===== config.mk =====
export PLATFORM = sky130hd
export DESIGN_NAME = subtitle_layer_alpha_compositor_top
export DESIGN_NICKNAME = d
export VERILOG_FILES = /design/src/design/slac_pkg.sv /design/src/design/slac_fifo.sv /design/src/design/slac_front.sv /design/src/design/slac_back.sv /design/src/design/subtitle_layer_alpha_compositor_top.sv
export VERILOG_INCLUDE_DIRS = /design/src /design/src/design
export SDC_FILE = /design/constraint.sdc
export NUM_CORES = 2
export LEC_CHECK = 0
export BUFFER_PORTS_ARGS = -buffer_cell sky130_fd_sc_hd__buf_4
export CAP_MARGIN = 10
export CORE_UTILIZATION = 30
export DETAILED_ROUTE_END_ITERATION = 6
export GPL_ROUTABILITY_DRIVEN = 0
export SYNTH_ARGS = -nofsm -noshare
export SYNTH_HDL_FRONTEND = slang
export SYNTH_HIERARCHICAL = 1
export SYNTH_SLANG_ARGS = --single-unit

===== constraint.sdc =====
create_clock -name clk_i -period 22.2 [get_ports clk_i]
set_clock_uncertainty 0.1 [all_clocks]
set_input_delay 4.44 -clock clk_i [delete_from_list [all_inputs] [get_ports clk_i]]
set_output_delay 4.44 -clock clk_i [all_outputs]
set_load 0.1 [all_outputs]

===== src/design/assert_macros.svh =====
`ifndef ASSERT_MACROS_SVH
`define ASSERT_MACROS_SVH

// prop must hold at every clock edge outside reset
`define SLAC_ASSERT(name, clk, rstn, prop, msg) \
  name: assert property (@(posedge clk) disable iff (!rstn) prop) \
    else $error(msg);

// cond must never be seen outside reset
`define SLAC_ASSERT_NEVER(name, clk, rstn, cond, msg) \
  name: assert property (@(posedge clk) disable iff (!rstn) !(cond)) \
    else $error(msg);

`endif


===== src/design/slac_pkg.sv =====
`default_nettype none

package slac_pkg;

  localparam int COORD_BITS = 12;
  localparam int SUM_BITS   = COORD_BITS + 1;

  localparam int FIFO_DEPTH_DEF = 4;

  // APB: two 32-bit registers at byte addresses 0 and 4
  localparam int APB_ADDR_W = 3;
  localparam logic REG_FRAME_WIDTH  = 1'b0;
  localparam logic REG_FRAME_HEIGHT = 1'b1;

  localparam logic [COORD_BITS-1:0] FRAME_WIDTH_RST  = COORD_BITS'(1920);
  localparam logic [COORD_BITS-1:0] FRAME_HEIGHT_RST = COORD_BITS'(1080);

  typedef enum logic [1:0] {
    ACT_HEADER = 2'd0,
    ACT_PIXEL  = 2'd1,
    ACT_EOF    = 2'd2
  } action_e;

  typedef enum logic {
    KIND_PIXEL = 1'b0,
    KIND_CLIP  = 1'b1
  } kind_e;

  typedef struct packed {
    logic [1:0]            action;
    logic [COORD_BITS-1:0] layer_x;
    logic [COORD_BITS-1:0] layer_y;
    logic [COORD_BITS-1:0] layer_w;
    logic [COORD_BITS-1:0] layer_h;
    logic [31:0]           layer_color;
    logic [7:0]            coverage;
    logic [31:0]           old_pixel;
  } in_item_t;

  typedef struct packed {
    kind_e                 result_kind;
    logic [SUM_BITS-1:0]   pixel_x;
    logic [SUM_BITS-1:0]   pixel_y;
    logic [31:0]           new_pixel;
    logic [COORD_BITS-1:0] clip_min_x;
    logic [COORD_BITS-1:0] clip_min_y;
    logic [SUM_BITS-1:0]   clip_max_x;
    logic [SUM_BITS-1:0]   clip_max_y;
  } out_item_t;

  // res.new_pixel carries the old destination pixel until the blend
  typedef struct packed {
    out_item_t   res;
    logic [31:0] color;
    logic [7:0]  coverage;
  } job_t;

  typedef struct packed {
    logic [COORD_BITS-1:0] frame_width;
    logic [COORD_BITS-1:0] frame_height;
  } cfg_t;

  // floor(x/255), exact for x <= 255*255
  function automatic logic [7:0] div255(input logic [15:0] x);
    logic [16:0] t;
    t = {1'b0, x} + 17'd1 + {9'd0, x[15:8]};
    return t[15:8];
  endfunction

endpackage

`default_nettype wire


===== src/design/slac_fifo.sv =====
`default_nettype none

module slac_fifo #(
  parameter int DEPTH = slac_pkg::FIFO_DEPTH_DEF
) (
  input  wire logic          clk_i,
  input  wire logic          rst_ni,
  input  wire logic          push_i,
  input  wire slac_pkg::job_t push_data_i,
  output logic               full_o,
  input  wire logic          pop_i,
  output logic               valid_o,
  output slac_pkg::job_t     pop_data_o
);

  `include "assert_macros.svh"

  localparam int PTR_W = $clog2(DEPTH);
  localparam int CNT_W = $clog2(DEPTH + 1);

  slac_pkg::job_t mem_q [DEPTH];
  logic [PTR_W-1:0] wr_ptr_q, wr_ptr_d, rd_ptr_q, rd_ptr_d;
  logic [CNT_W-1:0] count_q, count_d;
  logic do_push, do_pop;

  assign full_o     = (count_q == CNT_W'(DEPTH));
  assign valid_o    = (count_q != '0);
  assign pop_data_o = mem_q[rd_ptr_q];
  assign do_push    = push_i && !full_o;
  assign do_pop     = pop_i && valid_o;

  always_comb begin
    wr_ptr_d = wr_ptr_q;
    rd_ptr_d = rd_ptr_q;
    count_d  = count_q;
    if (do_push) begin
      wr_ptr_d = (wr_ptr_q == PTR_W'(DEPTH - 1)) ? '0 : wr_ptr_q + PTR_W'(1);
    end
    if (do_pop) begin
      rd_ptr_d = (rd_ptr_q == PTR_W'(DEPTH - 1)) ? '0 : rd_ptr_q + PTR_W'(1);
    end
    if (do_push && !do_pop) begin
      count_d = count_q + CNT_W'(1);
    end else if (do_pop && !do_push) begin
      count_d = count_q - CNT_W'(1);
    end
  end

  always_ff @(posedge clk_i or negedge rst_ni) begin
    if (!rst_ni) begin
      wr_ptr_q <= '0;
      rd_ptr_q <= '0;
      count_q  <= '0;
    end else begin
      wr_ptr_q <= wr_ptr_d;
      rd_ptr_q <= rd_ptr_d;
      count_q  <= count_d;
    end
  end

  always_ff @(posedge clk_i) begin
    if (do_push) begin
      mem_q[wr_ptr_q] <= push_data_i;
    end
  end

  `SLAC_ASSERT(a_no_overflow, clk_i, rst_ni, push_i |-> !full_o, "request pushed into full queue")
  `SLAC_ASSERT_NEVER(a_count_range, clk_i, rst_ni, count_q > CNT_W'(DEPTH), "queue count out of range")

endmodule

`default_nettype wire


===== src/design/slac_front.sv =====
`default_nettype none

module slac_front (
  input  wire logic               clk_i,
  input  wire logic               rst_ni,
  input  wire slac_pkg::cfg_t     cfg_i,
  input  wire logic               in_valid_i,
  output logic                    in_ready_o,
  input  wire slac_pkg::in_item_t in_item_i,
  input  wire logic               full_i,
  output logic                    push_o,
  output slac_pkg::job_t          push_job_o
);

  `include "assert_macros.svh"

  localparam int CW = slac_pkg::COORD_BITS;
  localparam int SW = slac_pkg::SUM_BITS;

  logic [CW-1:0] col_q, col_d, row_q, row_d;
  logic [CW-1:0] cur_x_q, cur_x_d, cur_y_q, cur_y_d;
  logic [CW-1:0] cur_w_q, cur_w_d, cur_h_q, cur_h_d;
  logic [31:0]   cur_color_q, cur_color_d;
  logic [CW-1:0] min_x_q, min_x_d, min_y_q, min_y_d;
  logic [SW-1:0] max_x_q, max_x_d, max_y_q, max_y_d;
  logic          any_q, any_d;
  logic          accept;
  logic [SW-1:0] end_x, end_y;
  logic [CW-1:0] col_inc;

  assign in_ready_o = !full_i;
  assign accept     = in_valid_i && in_ready_o;
  assign end_x      = {1'b0, in_item_i.layer_x} + {1'b0, in_item_i.layer_w};
  assign end_y      = {1'b0, in_item_i.layer_y} + {1'b0, in_item_i.layer_h};
  // col_q < cur_w_q whenever a pixel is taken, so no wrap here
  assign col_inc    = col_q + CW'(1);

  always_comb begin
    col_d       = col_q;
    row_d       = row_q;
    cur_x_d     = cur_x_q;
    cur_y_d     = cur_y_q;
    cur_w_d     = cur_w_q;
    cur_h_d     = cur_h_q;
    cur_color_d = cur_color_q;
    min_x_d     = min_x_q;
    min_y_d     = min_y_q;
    max_x_d     = max_x_q;
    max_y_d     = max_y_q;
    any_d       = any_q;
    push_o      = 1'b0;
    push_job_o  = '0;
    if (accept) begin
      case (in_item_i.action)
        slac_pkg::ACT_HEADER: begin
          cur_x_d     = in_item_i.layer_x;
          cur_y_d     = in_item_i.layer_y;
          cur_w_d     = in_item_i.layer_w;
          cur_h_d     = in_item_i.layer_h;
          cur_color_d = in_item_i.layer_color;
          col_d       = '0;
          row_d       = '0;
          if (in_item_i.layer_x < min_x_q) min_x_d = in_item_i.layer_x;
          if (in_item_i.layer_y < min_y_q) min_y_d = in_item_i.layer_y;
          if (end_x > max_x_q) max_x_d = end_x;
          if (end_y > max_y_q) max_y_d = end_y;
          any_d = 1'b1;
        end
        slac_pkg::ACT_PIXEL: begin
          if (cur_w_q != '0 && row_q < cur_h_q) begin
            push_o                     = 1'b1;
            push_job_o.res.result_kind = slac_pkg::KIND_PIXEL;
            push_job_o.res.pixel_x     = {1'b0, cur_x_q} + {1'b0, col_q};
            push_job_o.res.pixel_y     = {1'b0, cur_y_q} + {1'b0, row_q};
            push_job_o.res.new_pixel   = in_item_i.old_pixel;
            push_job_o.color           = cur_color_q;
            push_job_o.coverage        = in_item_i.coverage;
            if (col_inc >= cur_w_q) begin
              col_d = '0;
              row_d = row_q + CW'(1);
            end else begin
              col_d = col_inc;
            end
          end
        end
        slac_pkg::ACT_EOF: begin
          if (any_q) begin
            push_o                     = 1'b1;
            push_job_o.res.result_kind = slac_pkg::KIND_CLIP;
            push_job_o.res.clip_min_x  = min_x_q;
            push_job_o.res.clip_min_y  = min_y_q;
            push_job_o.res.clip_max_x  = max_x_q;
            push_job_o.res.clip_max_y  = max_y_q;
          end
          min_x_d = cfg_i.frame_width;
          min_y_d = cfg_i.frame_height;
          max_x_d = '0;
          max_y_d = '0;
          any_d   = 1'b0;
        end
        default: begin
        end
      endcase
    end
  end

  always_ff @(posedge clk_i or negedge rst_ni) begin
    if (!rst_ni) begin
      col_q       <= '0;
      row_q       <= '0;
      cur_x_q     <= '0;
      cur_y_q     <= '0;
      cur_w_q     <= '0;
      cur_h_q     <= '0;
      cur_color_q <= '0;
      min_x_q     <= slac_pkg::FRAME_WIDTH_RST;
      min_y_q     <= slac_pkg::FRAME_HEIGHT_RST;
      max_x_q     <= '0;
      max_y_q     <= '0;
      any_q       <= 1'b0;
    end else begin
      col_q       <= col_d;
      row_q       <= row_d;
      cur_x_q     <= cur_x_d;
      cur_y_q     <= cur_y_d;
      cur_w_q     <= cur_w_d;
      cur_h_q     <= cur_h_d;
      cur_color_q <= cur_color_d;
      min_x_q     <= min_x_d;
      min_y_q     <= min_y_d;
      max_x_q     <= max_x_d;
      max_y_q     <= max_y_d;
      any_q       <= any_d;
    end
  end

  `SLAC_ASSERT(a_col_in_layer, clk_i, rst_ni, cur_w_q != '0 |-> col_q < cur_w_q, "column counter left the layer")
  `SLAC_ASSERT(a_clip_needs_layer, clk_i, rst_ni, push_o && push_job_o.res.result_kind == slac_pkg::KIND_CLIP |-> any_q, "clip box sent without a layer")

endmodule

`default_nettype wire


===== src/design/slac_back.sv =====
`default_nettype none

module slac_back (
  input  wire logic           clk_i,
  input  wire logic           rst_ni,
  input  wire logic           job_valid_i,
  input  wire slac_pkg::job_t job_i,
  output logic                pop_o,
  output logic                out_valid_o,
  input  wire logic           out_ready_i,
  output slac_pkg::out_item_t out_item_o
);

  `include "assert_macros.svh"

  logic en;
  logic v0_q, v1_q, v2_q, out_valid_q;
  slac_pkg::job_t job0_q, job1_q, job2_q;
  slac_pkg::out_item_t out_q, out_d;
  logic [15:0] prod_q, prod_d;
  logic [7:0]  an_q;
  logic [7:0]  inv_an;
  logic [15:0] alpha_q, alpha_d;
  logic [15:0] sum_q [3];
  logic [15:0] sum_d [3];
  logic [7:0]  mix [3];

  // whole pipeline moves as one; it freezes only while the output is held
  assign en          = !out_valid_q || out_ready_i;
  assign pop_o       = en && job_valid_i;
  assign out_valid_o = out_valid_q;
  assign out_item_o  = out_q;

  assign prod_d = 16'(8'hFF - job_i.color[7:0]) * 16'(job_i.coverage);
  assign inv_an = 8'hFF - an_q;
  assign alpha_d = 16'(8'hFF - job1_q.res.new_pixel[31:24]) * 16'(inv_an);

  always_comb begin
    for (int i = 0; i < 3; i++) begin
      sum_d[i] = 16'(job1_q.res.new_pixel[8*(2-i) +: 8]) * 16'(inv_an)
               + 16'(job1_q.color[8*(3-i) +: 8]) * 16'(an_q);
      mix[i]   = slac_pkg::div255(sum_q[i]);
    end
    out_d = job2_q.res;
    if (job2_q.res.result_kind == slac_pkg::KIND_PIXEL) begin
      out_d.new_pixel = {8'hFF - slac_pkg::div255(alpha_q), mix[0], mix[1], mix[2]};
    end
  end

  always_ff @(posedge clk_i or negedge rst_ni) begin
    if (!rst_ni) begin
      v0_q        <= 1'b0;
      v1_q        <= 1'b0;
      v2_q        <= 1'b0;
      out_valid_q <= 1'b0;
    end else if (en) begin
      v0_q        <= job_valid_i;
      v1_q        <= v0_q;
      v2_q        <= v1_q;
      out_valid_q <= v2_q;
    end
  end

  always_ff @(posedge clk_i) begin
    if (en) begin
      job0_q  <= job_i;
      prod_q  <= prod_d;
      job1_q  <= job0_q;
      an_q    <= slac_pkg::div255(prod_q);
      job2_q  <= job1_q;
      alpha_q <= alpha_d;
      for (int i = 0; i < 3; i++) begin
        sum_q[i] <= sum_d[i];
      end
      out_q   <= out_d;
    end
  end

  `SLAC_ASSERT(a_stall_holds, clk_i, rst_ni, v2_q && !en |=> v2_q, "pipeline dropped a request while stalled")
  `SLAC_ASSERT(a_pixel_no_clip, clk_i, rst_ni, out_valid_q && out_q.result_kind == slac_pkg::KIND_PIXEL |-> out_q.clip_max_x == '0 && out_q.clip_max_y == '0, "pixel result carries clip data")

endmodule

`default_nettype wire


===== src/design/subtitle_layer_alpha_compositor_top.sv =====
// Subtitle layer compositor. Items enter on the in_* channel: a layer header sets
// origin, size and RGBA color and widens the frame's clip box; each coverage pixel
// is blended over its old ARGB pixel and leaves on the out_* channel with its
// destination coordinate (row-major inside the layer; extra pixels are dropped);
// end of frame sends the clip box if any layer was seen and restarts it from the
// frame_width / frame_height registers, which take effect at the next end of frame.
// One item is accepted per clock while the four-entry request queue has room.
// A result passes through the queue, three blend stages (opacity product, opacity
// scale, channel products) and the output register. Back pressure on the output
// freezes the blend pipeline; the queue then fills.
`default_nettype none

module subtitle_layer_alpha_compositor_top #(
  parameter int FIFO_DEPTH = slac_pkg::FIFO_DEPTH_DEF
) (
  input  wire logic                              clk_i,
  input  wire logic                              rst_ni,
  input  wire logic                              psel,
  input  wire logic                              penable,
  input  wire logic                              pwrite,
  input  wire logic [slac_pkg::APB_ADDR_W-1:0]   paddr,
  input  wire logic [31:0]                       pwdata,
  output logic [31:0]                            prdata,
  output logic                                   pready,
  input  wire logic                              in_valid_i,
  output logic                                   in_ready_o,
  input  wire slac_pkg::in_item_t                in_item_i,
  output logic                                   out_valid_o,
  input  wire logic                              out_ready_i,
  output slac_pkg::out_item_t                    out_item_o
);

  localparam int CW = slac_pkg::COORD_BITS;

  slac_pkg::cfg_t cfg_q, cfg_d;
  logic           apb_wr;
  logic           reg_sel;
  logic           q_full, q_push, q_valid, q_pop;
  slac_pkg::job_t q_in, q_out;

  assign pready  = 1'b1;
  assign apb_wr  = psel && penable && pwrite && pready;
  assign reg_sel = paddr[slac_pkg::APB_ADDR_W-1];
  assign prdata  = (reg_sel == slac_pkg::REG_FRAME_HEIGHT)
                 ? {(32-CW)'(0), cfg_q.frame_height}
                 : {(32-CW)'(0), cfg_q.frame_width};

  always_comb begin
    cfg_d = cfg_q;
    if (apb_wr) begin
      case (reg_sel)
        slac_pkg::REG_FRAME_WIDTH:  cfg_d.frame_width  = pwdata[CW-1:0];
        slac_pkg::REG_FRAME_HEIGHT: cfg_d.frame_height = pwdata[CW-1:0];
        default: begin
        end
      endcase
    end
  end

  always_ff @(posedge clk_i or negedge rst_ni) begin
    if (!rst_ni) begin
      cfg_q.frame_width  <= slac_pkg::FRAME_WIDTH_RST;
      cfg_q.frame_height <= slac_pkg::FRAME_HEIGHT_RST;
    end else begin
      cfg_q <= cfg_d;
    end
  end

  slac_front u_front (
    .clk_i      (clk_i),
    .rst_ni     (rst_ni),
    .cfg_i      (cfg_q),
    .in_valid_i (in_valid_i),
    .in_ready_o (in_ready_o),
    .in_item_i  (in_item_i),
    .full_i     (q_full),
    .push_o     (q_push),
    .push_job_o (q_in)
  );

  slac_fifo #(
    .DEPTH (FIFO_DEPTH)
  ) u_fifo (
    .clk_i       (clk_i),
    .rst_ni      (rst_ni),
    .push_i      (q_push),
    .push_data_i (q_in),
    .full_o      (q_full),
    .pop_i       (q_pop),
    .valid_o     (q_valid),
    .pop_data_o  (q_out)
  );

  slac_back u_back (
    .clk_i       (clk_i),
    .rst_ni      (rst_ni),
    .job_valid_i (q_valid),
    .job_i       (q_out),
    .pop_o       (q_pop),
    .out_valid_o (out_valid_o),
    .out_ready_i (out_ready_i),
    .out_item_o  (out_item_o)
  );

endmodule

`default_nettype wire


## Yosys cells after proc, flatten, opt, wreduce, memory -nomap -nowiden

Memory sizes are Yosys's and may differ from the RTL's.
Index checks and enable logic that the tools add are counted.

| word-level totals | value |
|---|---|
| register bits after elaboration | 730 |
| RAM bits | 644 |
| output and inout port bits | 144 |
| word-level logic and storage cells | 180 |
| memories kept | 2 |

| cells by class | value |
|---|---|
| $add $sub $neg | 27 |
| multipliers | 8 |
| $lt $le $gt $ge | 6 |
| equality and inequality tests | 11 |
| muxes and demuxes | 37 |
| bitwise operators | 1 |
| reduce and logical (&&, ||, !) cells | 30 |

Memory list:

| name | depth | width | rd ports | clocked after Yosys merged registers in | wr ports | RTL line | RTL |
|---|---|---|---|---|---|---|---|
| u_fifo.mem_q | 4 | 149 | 1 | 0 | 1 | slac_fifo.sv:21 | `slac_pkg::job_t mem_q [DEPTH];` |
| u_back.sum_q | 3 | 16 | 3 | 0 | 3 | slac_back.sv:24 | `logic [15:0] sum_q [3];` |

Operators by type and width:

| kind | number |
|---|---|
| $mux 149 | 1 |
| $mux 58 | 2 |
| $mux 50 | 2 |
| $mul 8x8->16 | 6 |
| $pmux 12 s2 | 4 |
| $mux 12 | 7 |
| $add 16x1->16 const B | 5 |
| $add 16x8->16 | 5 |
| $mux 40 | 2 |
| $add 12x12->13 | 4 |
| $pmux 13 s2 | 2 |
| $add 16x16->16 | 3 |
| $lt 12x12->1 | 3 |
| $mul 16x8->16 | 2 |
| $mux 32 | 1 |
| $gt 13x13->1 | 2 |
| $mux 13 | 2 |
| $add 12x1->12 const B | 2 |
| $sub 8x8->9 const A | 2 |
| $sub 8x8->8 const A | 2 |
| $reduce_and 3->1 | 5 |
| $ge 12x12->1 | 1 |
| $ne 2x1->1 const B | 6 |
| $reduce_bool 12->1 | 1 |
| other kinds (19) | 48 |

## Logic depth before layout (Yosys ltp)

| logic depth | value |
|---|---|
| depth in word-level cells | 10 |
| gate-level depth with buffers | 23 |

## Hierarchy

The synthesis kept the hierarchy.

By module, submodules not included:

| module | instances | cells each | area an instance (µm²) |
|---|---|---|---|
| slac_back | 1 | 2797 | 36488.7 |
| slac_fifo | 1 | 816 | 21909.8 |
| slac_front | 1 | 1133 | 11099.4 |
| subtitle_layer_alpha_compositor_top | 1 | 88 | 1282.5 |

## Least setup slack after synthesis

OpenSTA, ideal clock, no wires.

| path | value |
|---|---|
| kind | in2reg |
| start | in out_ready_i |
| end | reg u_fifo.count_q[1] |
| setup time | 0.125 ns |
| data arrival time | 22.270 ns |
| setup slack | -0.295 ns |
| cell stages on the path | 8 |
| path buffers | 1 |
| cell sequence | nand2b_1 -> clkbuf_1 -> and2_1 -> nand2_1 -> ha_1 -> inv_1 -> fa_1 -> mux2_2 |

| on the way | value |
|---|---|
| cells in the longest elaborated chain, start to end | 6 |
| elaborated cells between the ends (all ways) | 8 |
| those cells by class | mux: 1; reduce/logical: 7 |

RTL lines:

| element | RTL line | RTL |
|---|---|---|
| start, declared | subtitle_layer_alpha_compositor_top.sv:29 | `input wire logic out_ready_i,` |
| $logic_or 1x1->1 | slac_back.sv:29 | `assign en = !out_valid_q \|\| out_ready_i;` |
| $logic_and 1x1->1 | slac_back.sv:30 | `assign pop_o = en && job_valid_i;` |
| via q_pop | subtitle_layer_alpha_compositor_top.sv:38 | `logic q_full, q_push, q_valid, q_pop;` |
| $logic_and 1x1->1 | slac_fifo.sv:30 | `assign do_pop = pop_i && valid_o;` |
| $logic_not 1->1 | slac_fifo.sv:42 | `if (do_push && !do_pop) begin` |
| $logic_and 1x1->1 | slac_fifo.sv:42 |  |
| $mux 3 | slac_fifo.sv:42 |  |
| via u_fifo.count_d[1] | slac_fifo.sv:23 | `logic [CNT_W-1:0] count_q, count_d;` |
| end signal, assigned | slac_fifo.sv:57 | `count_q <= count_d;` |
| end, declared | slac_fifo.sv:23 |  |

The timed path passes the listed nets, and every way through them passes these cells.
A chain may end at the register's enable or synchronous reset.

## Worst setup path in the final report

| path | value |
|---|---|
| start | in paddr[2] (netlist name) |
| end | out prdata[1] |

| on the way | value |
|---|---|
| cells in the longest elaborated chain, start to end | 1 |

RTL lines:

| element | RTL line | RTL |
|---|---|---|
| start, declared | subtitle_layer_alpha_compositor_top.sv:21 | `input wire logic [slac_pkg::APB_ADDR_W-1:0] paddr,` |
| $mux 12 | subtitle_layer_alpha_compositor_top.sv:45 | `? {(32-CW)'(0), cfg_q.frame_height}` |
| end, declared | subtitle_layer_alpha_compositor_top.sv:23 | `output logic [31:0] prdata,` |

No other way between the ends.

==> summary.md <==
| Metric | Value |
|---|---|
| Outcome | `finished, final reports clean` |
| Ys flop type | `edfxtp_1` |
| Post-synth top cells | `edfxtp_1, inv_1, ha_1` |
| Period utilisation layout | `44.1%` |
| Clk sink count | `approximately 1400` |
| Initial Utilization | `30.3%` |
| Largest net degree at the start of global routing | `150` |
| Layout cells sized above 1 | `17.2%` |
| Syn_area_per_cell | `14.6 um2` |
| #FFs+latches synth | `1358` |
| Later-pin clock latency in the skew report | `820 ps` |
| Sequential area share after synthesis | `a little under three fifths` |
| Final setup violating endpoints | `0` |
| Crit-path max FO | `14` |
| Total CTS buffers | `146` |
| Max Freq | `around 100 MHz` |
| Area added between synthesis and finish | `15.3%` |
| Chip Width | `488 um` |
| Initial antenna violation count | `14` |
| Slew headroom | `~11%` |
| Area contributors post-synth | `edfxtp_1, fa_1, ha_1, dfrtp_1, mux4_2` |
| Crit path capture type | `output pin` |
| Slew Viols, Final | `0` |
| Final nets | `6105` |
| RSZ-0062 raised after global routing | `false` |
| PortBufs | `264` |
| Post-route ant nets | `0` |
| YS warnings | `6` |
| Syn Inst Count | `4834` |
| CP Class | `primary input to output pin` |
| Hold_buf cts | `0` |
| Synth Area in Compound Gates | `under 10%` |
| Critical Path Source Type | `primary input` |
| Mux contribution to synthesized area | `between 7 and 8%` |
| Initial DRC count | `about 2300` |
| Worst-margin pin slew | `1330 ps` |
| WP data arrival | `approximately 5300 ps` |
| Via count | `38000` |
| Site Rows | `about 180` |
| Hold Crit Class | `register to register` |
| Fin Setup TNS | `0 ps` |
| Synthesized cell area | `70800 um2` |
| Adder-cell share of the synthesized area | `~18%` |
| Number of global-route vias before repair | `40600` |
| Post-synth top area share | `49.6%` |
| 1st-pass router iterations | `5` |
| TritonCTS clock tree | `yes` |
| DRC Markers | `0` |
| Final hold violations | `0` |
| Die area | `238000 um2` |
| Count of flip-flops with a built-in enable after synthesis | `1168` |
| Root Buffer | `clkbuf_16` |
| First-pass GRT wire length | `approximately 240000 um` |
| Count of different cell masters after synthesis | `80` |
| Most numerous cell in the Yosys netlist | `edfxtp_1` |
| Ys async rst share | `14.0%` |
| Post-CTS setup buffer count | `0` |
| Total gr overflow | `0` |
| Clock tree buffer depth | `3` |
| Largest stage delay, worst path | `380 ps` |
| XOR/XNOR share of the synthesized area | `1.81%` |
| Maxcap violations | `0` |
| Routed WL | `157000 um` |
| Boundary Pins | `roughly 310` |
| Core area | `about 230000 um2` |
| Gr usage total | `13.3%` |
| Post-layout min period | `just under 10000 ps` |
| CP max stage cell | `mux2_2` |
| Worst R2R Setup Slack | `15510 ps` |
| CP Cell Sequence | `buf_4 > mux2_2 > buf_4` |
| Critical path required time | `17660 ps` |
| Vias per cell | `4.52` |
| Htree depth | `4` |
| Hpwl dp | `107000 um` |
| Post-CTS resize count | `0` |
| Clk slew on worst S/H paths | `60 ps` |
| Wire length per cell | `about 19 um` |
| Die height | `488 um` |
| Most used cell, CP | `buf_4` |
| Top cell type by total area after synthesis | `edfxtp_1` |
| Combinational family with the most area after synthesis | `adder cells` |
| Synth Area in Simple Gates | `8.01%` |
-- metrics by stage --
step           hold WS, ps  cell area, um2  utilization (%)  setup slack (ps)  cells
3_5_place_dp           305           76300             32.7             12380   8134
3_3_place_gp           302           76300             32.7             12410   8134
2_1_floorplan          300           70900                -              8530   4855
5_1_grt                298           81600             34.9             12390   8405
4_1_cts                273           81600             34.9             12400   8405
6_report               281           81600             34.9             12400   8412
-- worst max-delay path, delay by kind of cell --
kind | cells | cell delay [ps]
buf+inv | 2 | 440
mux | 1 | 380
-- registers in the layout, indices dropped and copies added (netlist names), 13 cells and up --
signal	cells
cfg_q	24
u_back/alpha_q	16
u_back/job0_q	133
u_back/job1_q	133
u_back/job2_q	109
u_back/out_item_o	109
u_back/prod_q	16
u_back/sum_q	48
u_fifo/mem_q	596
u_front/cur_color_q	32
u_front/max_x_q	13
u_front/max_y_q	13
-- placed cells by master, fill, tap and decap left out, types with 49 or more instances in the layout --
master,count
edfxtp_1,1168
inv_1,602
ha_1,424
fa_1,366
buf_4,300
and2_1,268
dfrtp_1,172
nand2_1,163
mux4_2,149
nor2b_1,148
clkbuf_16,147
nand2b_1,144
mux2_2,122
nor2_1,122
a21oi_1,105
xnor2_1,104
o21ai_0,90
a21o_1,50
mux2i_1,49
-- path summary, 6_finish.rpt --
| check | depth (start not counted) | end | start |
|---|---|---|---|
| worst min register to register | 0 | u_back/job1_q[91] | u_back/job0_q[91] |
| worst max register to register | 15 | u_back/prod_q[15] | u_fifo/rd_ptr_q[0] |
| min in group asynchronous | 1 | u_front/min_y_q[9] | rst_ni |
| worst min-delay path | 0 | u_back/job1_q[91] | u_back/job0_q[91] |
| worst max-delay path | 3 | prdata[1] | paddr[2] |
| max in group asynchronous | 3 | u_fifo/rd_ptr_q[0] | rst_ni |
-- kinds of logic (layout without fill, tap and decap cells) --
family / after synthesis / count (layout)
AO/OA/AOI/OAI: 424 / 424
XOR/XNOR: 146 / 146
adder cells (fa/ha/maj): 791 / 791
buffers and inverters: 758 / 1176
flip-flops: 1358 / 1358
multiplexers: 330 / 330
other: 3 / 31
AND/OR/NAND/NOR: 1024 / 1024
-- per-layer routing --
metal	vias up	wire length (um)	track usage, %
li1	17600	-	-
met1	19500	69600	17.4
met2	767	76700	22.7
met3	201	7860	2.45
met4	10	2940	3.32
met5	-	62	0
-- cell type report --
class / count / area [um2]
clock buffer: 169 / 3770
sequential: 1358 / 39900
tap: 3132 / 3920
fill: 22400 / 152000
multi-input combinational: 2739 / 28000
inverter: 602 / 2260
antenna: 7 / 17.5
timing repair buffer: 303 / 2310
clock inverter: 102 / 1460
Power is not shown: default switching activity piles up to over one toggle a cycle in this logic, so the estimate is an artifact.
